$ cat config.mk
export PLATFORM = sky130hd
export DESIGN_NAME = csstore_cell
export DESIGN_NICKNAME = d
export VERILOG_FILES = /design/src/rtl/core/cursor_sequence_store_core_assert.svh /design/src/rtl/core/csstore_pkg.sv /design/src/rtl/core/csstore_cell.sv
export SDC_FILE = /design/constraint.sdc
export NUM_CORES = 1
export LEC_CHECK = 0
export BUFFER_PORTS_ARGS = -buffer_cell sky130_fd_sc_hd__buf_4
export CORE_UTILIZATION = 38
export DETAILED_ROUTE_END_ITERATION = 8
export PLACE_DENSITY = 0.78
export SLEW_MARGIN = 20
export SYNTH_ARGS = -nofsm -noshare
export SYNTH_HDL_FRONTEND = slang
export SYNTH_SLANG_ARGS = --single-unit
$ cat constraint.sdc
create_clock -name i_clk -period 8.1 [get_ports i_clk]
set_input_delay 1.215 -clock i_clk [delete_from_list [all_inputs] [get_ports i_clk]]
set_output_delay 1.215 -clock i_clk [all_outputs]
set_load 0.01 [all_outputs]
$ cat src/rtl/core/cursor_sequence_store_core_assert.svh
// Assertion macros shared by the cursor sequence store RTL.
`ifndef CURSOR_SEQUENCE_STORE_CORE_ASSERT_SVH
`define CURSOR_SEQUENCE_STORE_CORE_ASSERT_SVH

// Same-cycle implication, disabled while reset is asserted.
`define CSS_ASSERT_NOW(label, clk, rst_n, ante, cons) \
    label: assert property (@(posedge clk) disable iff (!(rst_n)) (ante) |-> (cons)) \
        else $error("cursor sequence store: same-cycle check failed");

// Next-cycle implication, disabled while reset is asserted.
`define CSS_ASSERT_NEXT(label, clk, rst_n, ante, cons) \
    label: assert property (@(posedge clk) disable iff (!(rst_n)) (ante) |=> (cons)) \
        else $error("cursor sequence store: next-cycle check failed");

`endif

$ cat src/rtl/core/csstore_pkg.sv
// Types and constants of the cursor sequence store.
`timescale 1ns / 1ps
`default_nettype none

package csstore_pkg;

    // Position field wide enough for any supported depth (up to 256 plus "none").
    localparam int POS_W = 9;

    localparam int IN_TDATA_W  = 72;
    localparam int OUT_TDATA_W = 72;
    localparam int VALUE_W     = 64;
    localparam int COUNT_W     = 6;

    typedef enum logic [2:0] {
        ACT_START   = 3'd0,
        ACT_ADVANCE = 3'd1,
        ACT_INSERT  = 3'd2,
        ACT_ATTACH  = 3'd3,
        ACT_REMOVE  = 3'd4,
        ACT_QUERY   = 3'd5
    } t_action;

    typedef enum logic [1:0] {
        CELL_HOLD,
        CELL_INSERT,
        CELL_REMOVE
    } t_cell_kind;

    // Broadcast to every cell of the row.
    typedef struct packed {
        t_cell_kind        kind;
        logic [POS_W-1:0]  pos;
    } t_cell_ctl;

endpackage

`default_nettype wire

$ cat src/rtl/core/csstore_cell.sv
// One storage cell of the entry row; shifts with its neighbors on insert/remove.
`timescale 1ns / 1ps
`default_nettype none

module csstore_cell
    import csstore_pkg::*;
#(
    parameter int WORD_WIDTH = 64,
    parameter int INDEX      = 0
) (
    input  wire logic                  i_clk,
    input  wire t_cell_ctl             i_ctl,
    input  wire logic [WORD_WIDTH-1:0] i_value,
    input  wire logic [WORD_WIDTH-1:0] i_left,
    input  wire logic [WORD_WIDTH-1:0] i_right,
    output logic      [WORD_WIDTH-1:0] o_word
);

    localparam logic [POS_W-1:0] MY_POS = POS_W'(INDEX);

    logic [WORD_WIDTH-1:0] r_word;
    logic [WORD_WIDTH-1:0] n_word;

    always_comb begin
        n_word = r_word;
        unique case (i_ctl.kind)
            CELL_INSERT: begin
                if (MY_POS == i_ctl.pos) begin
                    n_word = i_value;
                end else if (MY_POS > i_ctl.pos) begin
                    n_word = i_left;
                end
            end
            CELL_REMOVE: begin
                if (MY_POS >= i_ctl.pos) begin
                    n_word = i_right;
                end
            end
            default: n_word = r_word;
        endcase
    end

    always_ff @(posedge i_clk) begin
        r_word <= n_word;
    end

    assign o_word = r_word;

endmodule

`default_nettype wire

Yosys cells after proc, flatten, opt, wreduce, memory -nomap -nowiden --
Index checks and enable logic that the tools add are counted. Widths: inputs -> output; s select.
Storage, ports and cells: memory bits (writable) 0, ROM bits 0, memories kept 0, register bits after elaboration 64, output and inout bits 64, latch bits 0, bits of input ports 204, logic and storage cells 14
Operators by class: reductions and logical operators 3, shift-type cells 0, order comparisons 2, bitwise operators 0, mux-type cells 4, $add $sub $neg 0, multiply operators 0, equal/unequal tests 4, div/mod/pow operators 0
Operators by type and width (number):
- $mux 64 | 3
- $pmux 64 s2 | 1
- $ge 1x9->1 const A | 1
- $gt 1x9->1 const A | 1
- $logic_not 9->1 | 1
- $ne 3x3->1 const B | 1
- $reduce_and 3->1 | 1
- $eq 2x1->1 const B | 1
- $eq 2x2->1 const B | 1
- $ne 2x2->1 const B | 1
- $reduce_bool 2->1 | 1

Logic depth before layout (Yosys ltp) --
depth after elaboration 4, gate-level depth with buffers 5, gate-level depth less buffers 3

Worst setup path before layout --
Ideal clock, no wire load.
path kind input to register, start point input i_ctl[6] in the netlist's numbering, end point register r_word[0] (netlist: o_word[0]) (enable), library setup time 0.643 ns, setup slack -0.704 ns, stages on the path 4, data arrival time 8.161 ns, required time 7.457 ns, path buffers 2, path through or4_4 buf_6 buf_6 nor4_1
On the way: word-level cells in the longest chain between the ends 3, elaborated cells on any way between the ends 6, classes of those cells order compare (2); eq/ne (2); reduce/logical (2)
Ends and longest elaborated chain:
- from (decl) | line csstore_cell.sv:12 | input wire t_cell_ctl i_ctl,
- $gt 1x9->1, or another cell as far along | line csstore_cell.sv:30 | end else if (MY_POS > i_ctl.pos) begin
- $ne 3x3->1 (no source line) or $ne 2x2->1 (tied branches)
- $reduce_and 3->1 (no source line) (*)
- to (signal assigned) | line csstore_cell.sv:44 | r_word <= n_word;
- to (decl) | line csstore_cell.sv:21 | logic [WORD_WIDTH-1:0] r_word;
Mark *: on every way between the ends. The rest lies on a longest branch, timed or not. A chain may end at the register's enable or synchronous reset.

Final worst setup path --
start point input i_ctl[6] in the netlist's numbering, end point register r_word[17] (netlist: o_word[17]) (enable)
Same word-level chain as after synthesis.

==> results.cfg <==
[routing]
drt_first_pass_iters = 5
drt_iter0_drc = 235
drc = 0
vias = 4318
top_layer_used = met4
wl_microns = 13800
met2_length_microns = 7300
ant_nets = 0
viasPerCell = 5.76
wl_per_cell_microns = 18.4
dr_wl_met3_microns = 976
wl_met1_microns = 5190

[clock_tree]
cts_hold_buffers = 0
clk_root_buffer_cell = clkbuf_8
numClockSinks = 64
htreeDepth = 3
cts_tree = done
cts_buffers = 9
clock_path_buffers = 2
clk_pin_slew_ns = 0.06
cts_setup_buffers = 0
cts_resized = 0

[critical_path]
worst_setup_path_start_kind = input port
crit_arrival_ns = 3.15
required_ns = 8.08
cp_max_fo = 65
cp-end-kind = register
path_class = in -> reg

[logic_synthesis]
ys_types = 18
synth_seq_area_share_pct = 48.9
synth_nets = 586
synth_cells = 382
synth_seq_cells = 64
yosys_warnings = 0
synth_area_sq_mm = 0.00393
synth_area_per_cell_sq_um = 10.3

[grt]
grt-ovfl-total = 0
grt_pass1_wl_microns = 21900
grt_pass1_vias = 4199
grt_max_degree = 75
grt_use_total_pct = 25.5
grt_antenna_before_repair = 0

[sta]
setup_slack_ns = 4.93
finalSetupViolations = 0
tightest_slew_ns = 0.974
grt_setup_unrepaired = no
slew_headroom_pct = 35.1
slew_viol_final = 0
max_freq_mhz = 315
hold_viol_final = 0
min_period_ns = 3.17
period_share_pct = 39.2
fin_setup_tns_ns = 0

[finish]
diodes = 0
area_delta_synth_final_pct = 55.0
largest_reg_flops = 64
fin_nets = 817
mostFrequentLayoutCell = buf_4
layout_common_cells = 273 x buf_4, 64 x nand4_1, 64 x nor2_1, 64 x a31oi_1, 64 x edfxtp_1
fillers = 818
drive_gt1_share_pct = 52.2

[place]
place_ws_ns = 4.60
gp_congestion = 0.840
portBuffers = 267
dp_hpwl_microns = 9370

[floorplan]
start_util_pct = 39.7
fp.dieArea_sq_mm = 0.0108
coreArea_sq_mm = 0.00991
die_w_microns = 104
rows = 36
io_pins = 268
die_h_microns = 104

[flow_run]
max_cap_viol_count = 0

[status]
status = completed

[power]
powerDensity_mw_per_mm2 = 122
leakagePower_nw = 2.36
irDropWorstVdd_mv = 0.0617

[hold_path]
hp-class = in -> reg
==> kinds of logic after synthesis <==
family / Yosys count / share of synthesized area, %
compound gates: 128 / 26.5
buf+inv: 53 / 6.27
flops: 64 / 48.9
xor+xnor: 1 / 0.223
simple gates: 136 / 18.1
==> critical path, stage by stage <==
cell and delay [ns]:
buf_4 0.13, or4_4 0.93, nor4_4 0.39, buf_4 0.45
==> final cells by class <==
cell class	instances	area (sq um)	area share (%)
sequential	64	1920	31.6
clock buffer	13	139	2.28
clock inverter	2	7.51	0.123
timing repair buffer	273	2050	33.7
multi-input combinational	265	1810	29.6
tap	133	166	2.73
==> per-stage QoR <==
| stage | instance area, sq um | hold slack (ns) | utilization, % | cells | power, mW |
|---|---|---|---|---|---|
| global placement | 5940 | 1.57 | 60.0 | 735 | 0.528 |
| detailed placement | 5940 | 1.57 | 60.0 | 735 | 0.532 |
| floorplan | 3940 | 1.47 | - | 382 | 0.438 |
| finish | 6090 | 1.24 | 61.5 | 750 | 0.742 |
| global route | 6090 | 1.23 | 61.5 | 750 | 0.776 |
| CTS | 6090 | 1.21 | 61.5 | 750 | 0.751 |
==> final timing paths <==
check                      start         end  slack, ns  cells after the start
worst max-delay path    i_ctl[6]  o_word[17]       4.93                      4
worst min-delay path  i_right[0]   o_word[0]       1.24                      3
==> report_power, final <==
group | switching [mW] | total [mW] | internal, mW
Sequential | 0.000120 | 0.368 | 0.368
Combinational | 0.0727 | 0.158 | 0.0852
Clock | 0.108 | 0.216 | 0.108
Total | 0.181 | 0.742 | 0.561
==> cell usage after synthesis <==
master,count,area [sq um]
or4_4,1,11.3
or2_2,1,6.26
nand4_1,64,400
buf_6,6,67.6
or3_1,1,6.26
nor4_4,1,21.3
nor3_2,1,10.0
nor4_1,1,6.26
clkbuf_1,42,158
nand2b_1,1,6.26
o31ai_2,32,400
nor2_1,65,244
xnor2_1,1,8.76
o31ai_1,32,240
a31oi_1,64,400
buf_1,3,11.3
buf_2,2,10.0
edfxtp_1,64,1920
==> per-layer routing <==
layer	vias up	global-route usage, %
li1	2019	-
met1	2016	29.1
met2	253	46.5
met3	30	4.91
met4	0	10.6
met5	-	0
No activity file was read; power rests on OpenSTA's default activity.
